[src/sv/rdem_pkg.sv]
`timescale 1ns / 1ps
// ----------------------------------------------------------------------------
// rdem_pkg: shared types and constants for the region dwell event monitor
// Field widths, mode and event codes, register indexes, pipeline word formats
// and the constants of the divide-by-1000 pipeline.
// ----------------------------------------------------------------------------
package rdem_pkg;

    localparam int COORD_BITS   = 12;
    localparam int NUM_CLASSES  = 64;
    localparam int CLASS_BITS   = 6;
    localparam int TIME_BITS    = 64;
    localparam int DWELL_BITS   = 55;
    localparam int STAY_BITS    = 16;
    localparam int STAY_US_BITS = 36;
    localparam int CFG_IDX_BITS = 3;
    localparam int CFG_DATA_BITS = 64;

    localparam longint unsigned US_PER_SEC = 64'd1000000;

    // dwell_ms = elapsed / 1000 = (elapsed >> 3) / 125, the odd part taken
    // one 16-bit chunk per stage, each chunk divided by a reciprocal multiply
    localparam int DIV_SHIFT   = 3;
    localparam int DIV_ODD     = 125;
    localparam int REM_BITS    = 7;
    localparam int DIV_CHUNK   = 16;
    localparam int DIV_STAGES  = TIME_BITS / DIV_CHUNK;
    localparam int PART_BITS   = REM_BITS + DIV_CHUNK;
    localparam int RECIP_SHIFT = 30;
    localparam longint unsigned DIV_RECIP =
        ((64'd1 << RECIP_SHIFT) + DIV_ODD - 1) / DIV_ODD;
    localparam int RECIP_BITS  = 24;
    localparam int PROD_BITS   = PART_BITS + RECIP_BITS;

    typedef enum logic [1:0] {
        MODE_IDLE    = 2'd0,
        MODE_INSIDE  = 2'd1,
        MODE_ALARMED = 2'd2
    } t_mode;

    typedef enum logic [1:0] {
        EV_INTRUDE = 2'd0,
        EV_ALARM   = 2'd1,
        EV_LEAVE   = 2'd2,
        EV_RESOLVE = 2'd3
    } t_ev_kind;

    typedef enum logic [CFG_IDX_BITS-1:0] {
        CFG_X_MIN      = 3'd0,
        CFG_Y_MIN      = 3'd1,
        CFG_X_MAX      = 3'd2,
        CFG_Y_MAX      = 3'd3,
        CFG_STAY_SEC   = 3'd4,
        CFG_WATCH_MASK = 3'd5
    } t_cfg_idx;

    typedef struct packed {
        logic                  has_object;
        logic                  last_of_frame;
        logic [CLASS_BITS-1:0] class_id;
        logic [COORD_BITS-1:0] foot_x;
        logic [COORD_BITS-1:0] foot_y;
        logic [TIME_BITS-1:0]  frame_time_us;
    } t_item;

    // event word as it travels down the divider pipeline
    typedef struct packed {
        t_ev_kind              kind;
        logic [CLASS_BITS-1:0] cls;
        logic [TIME_BITS-1:0]  start;
        logic [TIME_BITS-1:0]  num;
        logic [TIME_BITS-1:0]  quo;
        logic [REM_BITS-1:0]   rem;
    } t_evt;

    typedef struct packed {
        t_mode mode;
        logic  frame_hit;
    } t_mon_status;

endpackage

[src/sv/rdem_div_step.sv]
`timescale 1ns / 1ps
// ----------------------------------------------------------------------------
// rdem_div_step: one stage of the divide-by-125 pipeline
// Takes the next 16-bit chunk of the dividend, divides remainder and chunk by
// a reciprocal multiply, shifts the quotient chunk in and holds the word.
// ----------------------------------------------------------------------------
module rdem_div_step import rdem_pkg::*; (
    input  logic i_clk,
    input  logic i_rst_n,
    input  logic i_vld,
    input  t_evt i_evt,
    output logic o_rdy,
    output logic o_vld,
    output t_evt o_evt,
    input  logic i_rdy_dn
);

    logic                  r_vld;
    t_evt                  r_evt;
    t_evt                  n_evt;
    logic [PART_BITS-1:0]  part;
    logic [PROD_BITS-1:0]  prod;
    logic [DIV_CHUNK-1:0]  q;
    logic [PART_BITS-1:0]  q_mul;
    logic [PART_BITS-1:0]  part_rem;

    assign o_rdy = !r_vld || i_rdy_dn;

    always_comb begin
        part = {i_evt.rem, i_evt.num[TIME_BITS-1 -: DIV_CHUNK]};
        prod = PROD_BITS'(part) * PROD_BITS'(DIV_RECIP);
        q    = prod[RECIP_SHIFT +: DIV_CHUNK];
        // q * 125 as 128q - 2q - q
        q_mul = (PART_BITS'(q) << 7) - (PART_BITS'(q) << 1) - PART_BITS'(q);
        part_rem = part - q_mul;

        n_evt      = i_evt;
        n_evt.num  = i_evt.num << DIV_CHUNK;
        n_evt.quo  = {i_evt.quo[TIME_BITS-DIV_CHUNK-1:0], q};
        n_evt.rem  = part_rem[REM_BITS-1:0];
    end

    always_ff @(posedge i_clk) begin
        if (!i_rst_n) begin
            r_vld <= 1'b0;
        end else if (o_rdy) begin
            r_vld <= i_vld;
        end
    end

    always_ff @(posedge i_clk) begin
        if (o_rdy && i_vld) begin
            r_evt <= n_evt;
        end
    end

    assign o_vld = r_vld;
    assign o_evt = r_evt;

endmodule

[src/sv/rdem_front.sv]
`timescale 1ns / 1ps
// ----------------------------------------------------------------------------
// rdem_front: configuration, frame hit tracking and dwell state machine
// Registers the input word, tests it against the region and watch mask,
// runs the idle/inside/alarmed machine at frame end and loads an event word.
// ----------------------------------------------------------------------------
module rdem_front import rdem_pkg::*; (
    input  logic                     i_clk,
    input  logic                     i_rst_n,
    input  logic                     i_in_valid,
    output logic                     o_in_stall,
    input  t_item                    i_item,
    input  logic                     i_cfg_wr_en,
    input  logic [CFG_IDX_BITS-1:0]  i_cfg_index,
    input  logic [CFG_DATA_BITS-1:0] i_cfg_wdata,
    output logic                     o_ev_vld,
    output t_evt                     o_ev,
    input  logic                     i_ev_rdy,
    output t_mon_status              o_status
);

    logic [COORD_BITS-1:0]   r_x_min, r_y_min, r_x_max, r_y_max;
    logic [STAY_US_BITS-1:0] r_stay_us;
    logic [NUM_CLASSES-1:0]  r_watch_mask;

    t_mode                   r_mode, n_mode;
    logic [TIME_BITS-1:0]    r_entry_time;
    logic [CLASS_BITS-1:0]   r_episode_class;
    logic                    r_frame_hit;
    logic [CLASS_BITS-1:0]   r_frame_class;

    logic                    r_in_vld;
    t_item                   r_in;
    logic                    r_ev_vld;
    t_evt                    r_ev;

    logic                    ev_rdy_in, consume, in_rdy;
    logic                    watched, in_roi, hit_now, hit;
    logic [CLASS_BITS-1:0]   hit_cls;
    logic [TIME_BITS-1:0]    elapsed;
    logic                    over;
    logic                    ev_fire;
    t_ev_kind                ev_kind;
    logic [CLASS_BITS-1:0]   ev_cls;
    logic [TIME_BITS-1:0]    ev_start;
    logic [TIME_BITS-1:0]    ev_num;

    assign ev_rdy_in  = !r_ev_vld || i_ev_rdy;
    assign consume    = r_in_vld && ev_rdy_in;
    assign in_rdy     = !r_in_vld || consume;
    assign o_in_stall = !in_rdy;

    assign watched = ({1'b0, r_in.class_id} < (CLASS_BITS+1)'(NUM_CLASSES))
                     && r_watch_mask[r_in.class_id];
    assign in_roi  = (r_in.foot_x >= r_x_min) && (r_in.foot_x < r_x_max)
                     && (r_in.foot_y >= r_y_min) && (r_in.foot_y < r_y_max);
    assign hit_now = r_in.has_object && watched && in_roi;
    assign hit     = r_frame_hit || hit_now;
    assign hit_cls = r_frame_hit ? r_frame_class : r_in.class_id;

    assign elapsed = r_in.frame_time_us - r_entry_time;
    assign over    = elapsed >= TIME_BITS'(r_stay_us);

    // next state
    always_comb begin
        n_mode = r_mode;
        unique case (r_mode)
            MODE_IDLE: begin
                if (r_in.last_of_frame && hit) n_mode = MODE_INSIDE;
            end
            MODE_INSIDE: begin
                if (r_in.last_of_frame) begin
                    if (!hit) n_mode = MODE_IDLE;
                    else if (over) n_mode = MODE_ALARMED;
                end
            end
            MODE_ALARMED: begin
                if (r_in.last_of_frame && !hit) n_mode = MODE_IDLE;
            end
            default: n_mode = MODE_IDLE;
        endcase
    end

    // event word
    always_comb begin
        ev_fire  = 1'b0;
        ev_kind  = EV_INTRUDE;
        ev_cls   = r_episode_class;
        ev_start = r_entry_time;
        ev_num   = elapsed >> DIV_SHIFT;
        unique case (r_mode)
            MODE_IDLE: begin
                if (r_in.last_of_frame && hit) begin
                    ev_fire  = 1'b1;
                    ev_kind  = EV_INTRUDE;
                    ev_cls   = hit_cls;
                    ev_start = r_in.frame_time_us;
                    ev_num   = '0;
                end
            end
            MODE_INSIDE: begin
                if (r_in.last_of_frame) begin
                    if (!hit) begin
                        ev_fire = 1'b1;
                        ev_kind = EV_LEAVE;
                    end else if (over) begin
                        ev_fire = 1'b1;
                        ev_kind = EV_ALARM;
                    end
                end
            end
            MODE_ALARMED: begin
                if (r_in.last_of_frame && !hit) begin
                    ev_fire = 1'b1;
                    ev_kind = EV_RESOLVE;
                end
            end
            default: ev_fire = 1'b0;
        endcase
    end

    always_ff @(posedge i_clk) begin
        if (!i_rst_n) begin
            r_x_min         <= '0;
            r_y_min         <= '0;
            r_x_max         <= '0;
            r_y_max         <= '0;
            r_stay_us       <= '0;
            r_watch_mask    <= '0;
            r_mode          <= MODE_IDLE;
            r_entry_time    <= '0;
            r_episode_class <= '0;
            r_frame_hit     <= 1'b0;
            r_frame_class   <= '0;
        end else begin
            if (i_cfg_wr_en) begin
                unique case (t_cfg_idx'(i_cfg_index))
                    CFG_X_MIN:      r_x_min <= i_cfg_wdata[COORD_BITS-1:0];
                    CFG_Y_MIN:      r_y_min <= i_cfg_wdata[COORD_BITS-1:0];
                    CFG_X_MAX:      r_x_max <= i_cfg_wdata[COORD_BITS-1:0];
                    CFG_Y_MAX:      r_y_max <= i_cfg_wdata[COORD_BITS-1:0];
                    CFG_STAY_SEC:   r_stay_us <= STAY_US_BITS'(i_cfg_wdata[STAY_BITS-1:0])
                                                 * STAY_US_BITS'(US_PER_SEC);
                    CFG_WATCH_MASK: r_watch_mask <= i_cfg_wdata[NUM_CLASSES-1:0];
                    default: ;
                endcase
                // a valid register write drops any open episode
                if (i_cfg_index <= CFG_WATCH_MASK) begin
                    r_mode          <= MODE_IDLE;
                    r_entry_time    <= '0;
                    r_episode_class <= '0;
                end
            end else if (consume) begin
                r_mode <= n_mode;
                if (r_mode == MODE_IDLE && n_mode == MODE_INSIDE) begin
                    r_entry_time    <= r_in.frame_time_us;
                    r_episode_class <= hit_cls;
                end
            end
            if (consume) begin
                if (r_in.last_of_frame) begin
                    r_frame_hit   <= 1'b0;
                    r_frame_class <= '0;
                end else if (hit_now && !r_frame_hit) begin
                    r_frame_hit   <= 1'b1;
                    r_frame_class <= r_in.class_id;
                end
            end
        end
    end

    always_ff @(posedge i_clk) begin
        if (!i_rst_n) begin
            r_in_vld <= 1'b0;
            r_ev_vld <= 1'b0;
        end else begin
            if (in_rdy) r_in_vld <= i_in_valid;
            if (ev_rdy_in) r_ev_vld <= consume && ev_fire;
        end
    end

    always_ff @(posedge i_clk) begin
        if (in_rdy && i_in_valid) begin
            r_in <= i_item;
        end
        if (ev_rdy_in && consume && ev_fire) begin
            r_ev.kind  <= ev_kind;
            r_ev.cls   <= ev_cls;
            r_ev.start <= ev_start;
            r_ev.num   <= ev_num;
            r_ev.quo   <= '0;
            r_ev.rem   <= '0;
        end
    end

    assign o_ev_vld           = r_ev_vld;
    assign o_ev               = r_ev;
    assign o_status.mode      = r_mode;
    assign o_status.frame_hit = r_frame_hit;

endmodule

[src/sv/roi_dwell_event_monitor.sv]
`timescale 1ns / 1ps
// ----------------------------------------------------------------------------
// roi_dwell_event_monitor: region-of-interest dwell event monitor
// Watches a rectangle for detections of selected classes and reports
// intrude, alarm, leave and resolve events with start time and dwell.
// ----------------------------------------------------------------------------
// One detection word (or empty-frame marker) is accepted every clock cycle
// unless o_in_stall is high, and at most one event word comes out per
// accepted word. A frame-end word's event passes one input register, one
// event register where the dwell state machine decides, then four divider
// stages that turn the elapsed microseconds into milliseconds, sixteen
// dividend bits per stage. Stall propagates back through the stages only as
// far as they are full, so the input keeps flowing while an event waits at
// the output. Region edges: minimum inclusive, maximum exclusive. Any write
// to a real register (index 0 to 5) returns the monitor to idle but keeps
// the current frame's hit; write registers only while no word is in flight.
// ----------------------------------------------------------------------------
module roi_dwell_event_monitor import rdem_pkg::*; (
    input  logic                     i_clk,
    input  logic                     i_rst_n,
    // detection words
    input  logic                     i_in_valid,
    output logic                     o_in_stall,
    input  logic                     i_has_object,
    input  logic                     i_last_of_frame,
    input  logic [CLASS_BITS-1:0]    i_class_id,
    input  logic [COORD_BITS-1:0]    i_foot_x,
    input  logic [COORD_BITS-1:0]    i_foot_y,
    input  logic [TIME_BITS-1:0]     i_frame_time_us,
    // event words
    output logic                     o_out_valid,
    input  logic                     i_out_stall,
    output logic [1:0]               o_event_kind,
    output logic [CLASS_BITS-1:0]    o_event_class,
    output logic [TIME_BITS-1:0]     o_start_time_us,
    output logic [DWELL_BITS-1:0]    o_dwell_ms,
    // register writes
    input  logic                     i_cfg_wr_en,
    input  logic [CFG_IDX_BITS-1:0]  i_cfg_index,
    input  logic [CFG_DATA_BITS-1:0] i_cfg_wdata
);

    t_item       item;
    t_mon_status status;

    // stage k feeds divider stage k; the last entry is the output register
    logic        s_vld [0:DIV_STAGES];
    logic        s_rdy [0:DIV_STAGES];
    t_evt        s_evt [0:DIV_STAGES];

    assign item.has_object    = i_has_object;
    assign item.last_of_frame = i_last_of_frame;
    assign item.class_id      = i_class_id;
    assign item.foot_x        = i_foot_x;
    assign item.foot_y        = i_foot_y;
    assign item.frame_time_us = i_frame_time_us;

    // hit tracking, dwell state machine and event register
    rdem_front u_front (
        .i_clk       (i_clk),
        .i_rst_n     (i_rst_n),
        .i_in_valid  (i_in_valid),
        .o_in_stall  (o_in_stall),
        .i_item      (item),
        .i_cfg_wr_en (i_cfg_wr_en),
        .i_cfg_index (i_cfg_index),
        .i_cfg_wdata (i_cfg_wdata),
        .o_ev_vld    (s_vld[0]),
        .o_ev        (s_evt[0]),
        .i_ev_rdy    (s_rdy[0]),
        .o_status    (status)
    );

    // elapsed / 1000, one 16-bit chunk per stage, most significant first
    for (genvar k = 0; k < DIV_STAGES; k++) begin : g_div
        rdem_div_step u_step (
            .i_clk    (i_clk),
            .i_rst_n  (i_rst_n),
            .i_vld    (s_vld[k]),
            .i_evt    (s_evt[k]),
            .o_rdy    (s_rdy[k]),
            .o_vld    (s_vld[k+1]),
            .o_evt    (s_evt[k+1]),
            .i_rdy_dn (s_rdy[k+1])
        );
    end

    assign s_rdy[DIV_STAGES] = !i_out_stall;

    assign o_out_valid     = s_vld[DIV_STAGES];
    assign o_event_kind    = s_evt[DIV_STAGES].kind;
    assign o_event_class   = s_evt[DIV_STAGES].cls;
    assign o_start_time_us = s_evt[DIV_STAGES].start;
    assign o_dwell_ms      = s_evt[DIV_STAGES].quo[DWELL_BITS-1:0];

`ifndef ASSERT_OFF
    // intrude carries no dwell: its zero dividend must come out as zero
    a_intrude_zero_dwell: assert property (@(posedge i_clk) disable iff (!i_rst_n)
        (o_out_valid && o_event_kind == EV_INTRUDE) |-> (o_dwell_ms == '0))
        else $error("intrude event with nonzero dwell");

    // alarm is only reached from inside, never straight from idle
    a_no_idle_to_alarm: assert property (@(posedge i_clk) disable iff (!i_rst_n)
        (status.mode == MODE_ALARMED) |-> ($past(status.mode) != MODE_IDLE))
        else $error("monitor jumped from idle to alarmed");

    // the quotient of a 64-bit value by 1000 never needs more than 55 bits
    a_dwell_fits: assert property (@(posedge i_clk) disable iff (!i_rst_n)
        o_out_valid |-> (s_evt[DIV_STAGES].quo[TIME_BITS-1:DWELL_BITS] == '0))
        else $error("dwell quotient overflowed its field");
`endif

endmodule

[config.mk]
export PLATFORM = sky130hd
export DESIGN_NAME = roi_dwell_event_monitor
export DESIGN_NICKNAME = d
export VERILOG_FILES = /design/src/sv/rdem_pkg.sv /design/src/sv/rdem_div_step.sv /design/src/sv/rdem_front.sv /design/src/sv/roi_dwell_event_monitor.sv
export SDC_FILE = /design/constraint.sdc
export NUM_CORES = 2
export LEC_CHECK = 0
export ABC_AREA = 0
export CORE_MARGIN = 3
export CORE_UTILIZATION = 48
export CTS_CLUSTER_DIAMETER = 120
export DETAILED_ROUTE_END_ITERATION = 8
export DONT_BUFFER_PORTS = 1
export GPL_TIMING_DRIVEN = 0
export PLACE_DENSITY = 0.7
export SLEW_MARGIN = 15
export SYNTH_ARGS = -nofsm -noshare
export SYNTH_HDL_FRONTEND = slang
export SYNTH_SLANG_ARGS = --single-unit
[constraint.sdc]
create_clock -name i_clk -period 10.96 [get_ports i_clk]
set_input_delay 1.096 -clock i_clk [delete_from_list [all_inputs] [get_ports i_clk]]
set_output_delay 1.096 -clock i_clk [all_outputs]
set_load 0.005 [all_outputs]
==> impl_metrics.toml <==
[routing]
antenna_left = 0
route.detailed.drc = 0
wl_per_cell_um = 19.33
drtPass1Iterations = 5
routed_wirelength_um = 160500
dr.first_iter.drc_count = 2313
via_per_inst = 5.244
via_count = 43540

[yosys]
synth_edf_count = 758
syn_area_per_cell_sq_um = 11.63
synth_common_cells = "inv_1, ha_1, edfxtp_1, fa_1, nand2_1"
synth.top_cell.area_share = 0.3190
yosysWarnings = 0
synthesis.nets = 8006
synth_flop_cell = "edfxtp_1"
synth.distinct_cells = 83
synthTopCellsByArea = "edfxtp_1, ha_1, fa_1"
async_flop_share = 0
syn-cell-area_sq_um = 71350
synth_largest_area_cell = "edfxtp_1"
synth_seq_cells = 985
synthCells = 6133
yosysMostFrequentCell = "inv_1"
seq_area_frac_synth = 0.3827

[cells_and_area]
drive_gt1_frac = 0.05643
area_delta_synth_final_pct = 9.615
layout.nets = 8144
post-route-util = 0.5334
fillerInstances = 12300
final_cells = 8304

[cts]
ctsHoldBuffers = 0
clk_pin_slew_ns = 0.06
cts_setup_buffers = 0
cts.sinks = 985
cts_inserted_buffers = 103
clk_latency_ns = 0.73
htreeDepth = 3
root_buffer = "clkbuf_16"
cts_tree = "yes"
clockBufferDepth = 3
cts_resized = 0

[place]
dp_hpwl_um = 131000
pre_cts_ws_ns = 1.180
place.gp.congestion = 0.9069
dp_cells = 8083
port_buffers = 0

[power]
power_density_nw_per_um2 = 127.6
vdd_drop_max_mv = 0.1453
switching_share = 0.2942
cellLeakagePower_nw = 34.44
p_int_mw = 7.045
p_seq_frac = 0.414
combPwrFrac = 0.231
p_sw_mw = 2.937
pwr-share-clk = 0.356

[worst_setup_path]
critPathLaunchType = "flop"
critPathMaxStageDelay_ns = 0.70
rrSetupSlack_ns = 1.22
worst_setup_path_end_kind = "flop"
crit_buf_inv = 5
crit_required_ns = 11.35
critPathTopFamily = "adder cells"
worst_ep_arrival_time_ns = 10.12
critical_path_class = "flop to flop"
crit_top_cell = "fa_1"
cp_max_fo = 7
cp_slowest_cell = "xnor2_1"

[run]
maxCapViolCount = 0

[sta]
hold_viol_final = 0
rsz0062_at_grt = "false"
final.hold.worst_slack_ns = 0.4067
worst_pin_slew_ns = 1.183
fmax_mhz = 102.7
max_slew_margin = 0.2053
skew_ns = 0.03264
maxSlewViolCount = 0
fin_setup_tns_ns = 0
period_minus_slack_ns = 9.738
fin_crit_sh = 0.8885
setup_viol = 0
fin_ws_ns = 1.222

[global_route]
grt_pass1_wl_um = 253300
antenna_found_initial = 37
grt_start_max_net_pins = 31
track_usage = 0.2129
grt_pass1_vias = 45870
grt-ovfl-total = 0

[die]
rows = 140
core_sq_um = 146600
die_width_um = 391.5
die_y_um = 391.5
dieArea_sq_um = 153300
io_pins = 297
initial_utilization = 0.4866

[run_status]
outcome = "finished clean"

[hold_path]
hold_class = "flop to flop"
-- layout make-up --
| class | instances | area [sq um] | share of cell area |
|---|---|---|---|
| plain buffers | 114 | 545.5 | 0.006975 |
| flip-flops and latches | 985 | 27310 | 0.3491 |
| well taps | 1917 | 2399 | 0.03067 |
| inverters | 1311 | 4921 | 0.06292 |
| repair buffers | 33 | 825.8 | 0.01056 |
| clock inverters | 74 | 813.3 | 0.01040 |
| multi-input cells | 3723 | 38640 | 0.4940 |
| diodes | 25 | 62.56 | 0.0007999 |
| clock buffers | 122 | 2700 | 0.03452 |
-- power groups by stage --
stage | logic (mW) | clock network, mW | registers (mW)
final | 2.30 | 3.55 | 4.13
after global placement | 2.24 | 0 | 4.21
after detailed placement | 2.28 | 0 | 4.21
after floorplan | 1.63 | 0 | 4.19
after global routing | 2.59 | 3.79 | 4.13
after CTS | 2.31 | 3.65 | 4.13
-- layer usage --
layer,GRT usage,wire (um),up-vias
li1,-,-,20860
met1,0.2687,66820,21470
met2,0.3684,79230,924
met3,0.03909,9139,273
met4,0.07116,5207,14
met5,0,88,-
-- worst reg2reg max path, delay by kind of cell, from the launching register on --
family | cells | cell delay, ns
adders and majority gates | 10 | 4.53
AOI/OAI and AO/OA | 12 | 2.43
xor gates and xnor gates | 4 | 1.31
DFF | 1 | 0.59
buffers and inverters | 5 | 0.49
and+or+nand+nor | 1 | 0.06
-- layout by cell type (no fill, tap or decap), types with 39 or more instances in the layout --
master,count
inv_1,1308
ha_1,1094
edfxtp_1,758
fa_1,611
nand2_1,447
dfxtp_1,227
a21oi_1,172
o21ai_0,166
nor2_1,155
a21boi_0,127
clkbuf_1,107
clkbuf_16,104
a21o_1,98
xnor2_1,98
and2_1,70
o22ai_2,70
xor2_1,50
o21a_1,41
nand4_1,41
nand3_1,41
nor3_1,40
nor2b_1,39
-- cells by family (layout without fill, tap and decap cells) --
family / after synthesis / count (layout) / share of synthesized area
fa+ha+maj: 1705 / 1705 / 0.3633
buf+inv: 1425 / 1654 / 0.07662
flops: 985 / 985 / 0.3827
simple gates: 958 / 958 / 0.06248
compound gates: 880 / 880 / 0.08858
xor+xnor: 148 / 148 / 0.01817
mux: 32 / 32 / 0.008172
other cells: 0 / 25 / 0
-- final timing paths --
path / cells after the start / endpoint / from
setup reg to reg: 32 / g_div[1].u_step.o_evt[6]$_DFFE_PP_ / g_div[0].u_step.o_evt[131]$_DFFE_PP_
hold reg to reg: 0 / g_div[0].u_step.o_evt[194]$_DFFE_PP_ / u_front.o_ev[194]$_DFFE_PP_
setup / recovery: 32 / g_div[1].u_step.o_evt[6]$_DFFE_PP_ / g_div[0].u_step.o_evt[131]$_DFFE_PP_
hold / removal: 0 / g_div[0].u_step.o_evt[194]$_DFFE_PP_ / u_front.o_ev[194]$_DFFE_PP_
-- sequential cells by signal (all words and copies together), names as in the netlist --
signal                   flops
u_front.r_in_vld             1
g_div.u_step.o_vld           4
u_front.o_ev_vld             1
u_front.r_frame_hit          1
u_front.r_in                96
u_front.r_entry_time        64
u_front.r_y_min             12
u_front.r_watch_mask        64
u_front.r_episode_class      6
u_front.r_x_min             12
u_front.r_frame_class        6
u_front.r_x_max             12
u_front.r_stay_us           30
u_front.r_y_max             12
u_front.r_mode               2
u_front.o_ev               133
g_div.u_step.o_evt         529
-- per-stage QoR --
| stage | instance area [sq um] | power (mW) |
|---|---|---|
| final | 78210 | 9.981 |
| after floorplan | 71360 | 5.818 |
| after detailed placement | 74630 | 6.489 |
| after global routing | 78170 | 10.50 |
| after CTS | 78150 | 10.08 |
| after global placement | 73750 | 6.454 |
Note: power is estimated with default switching activity, not from simulation.
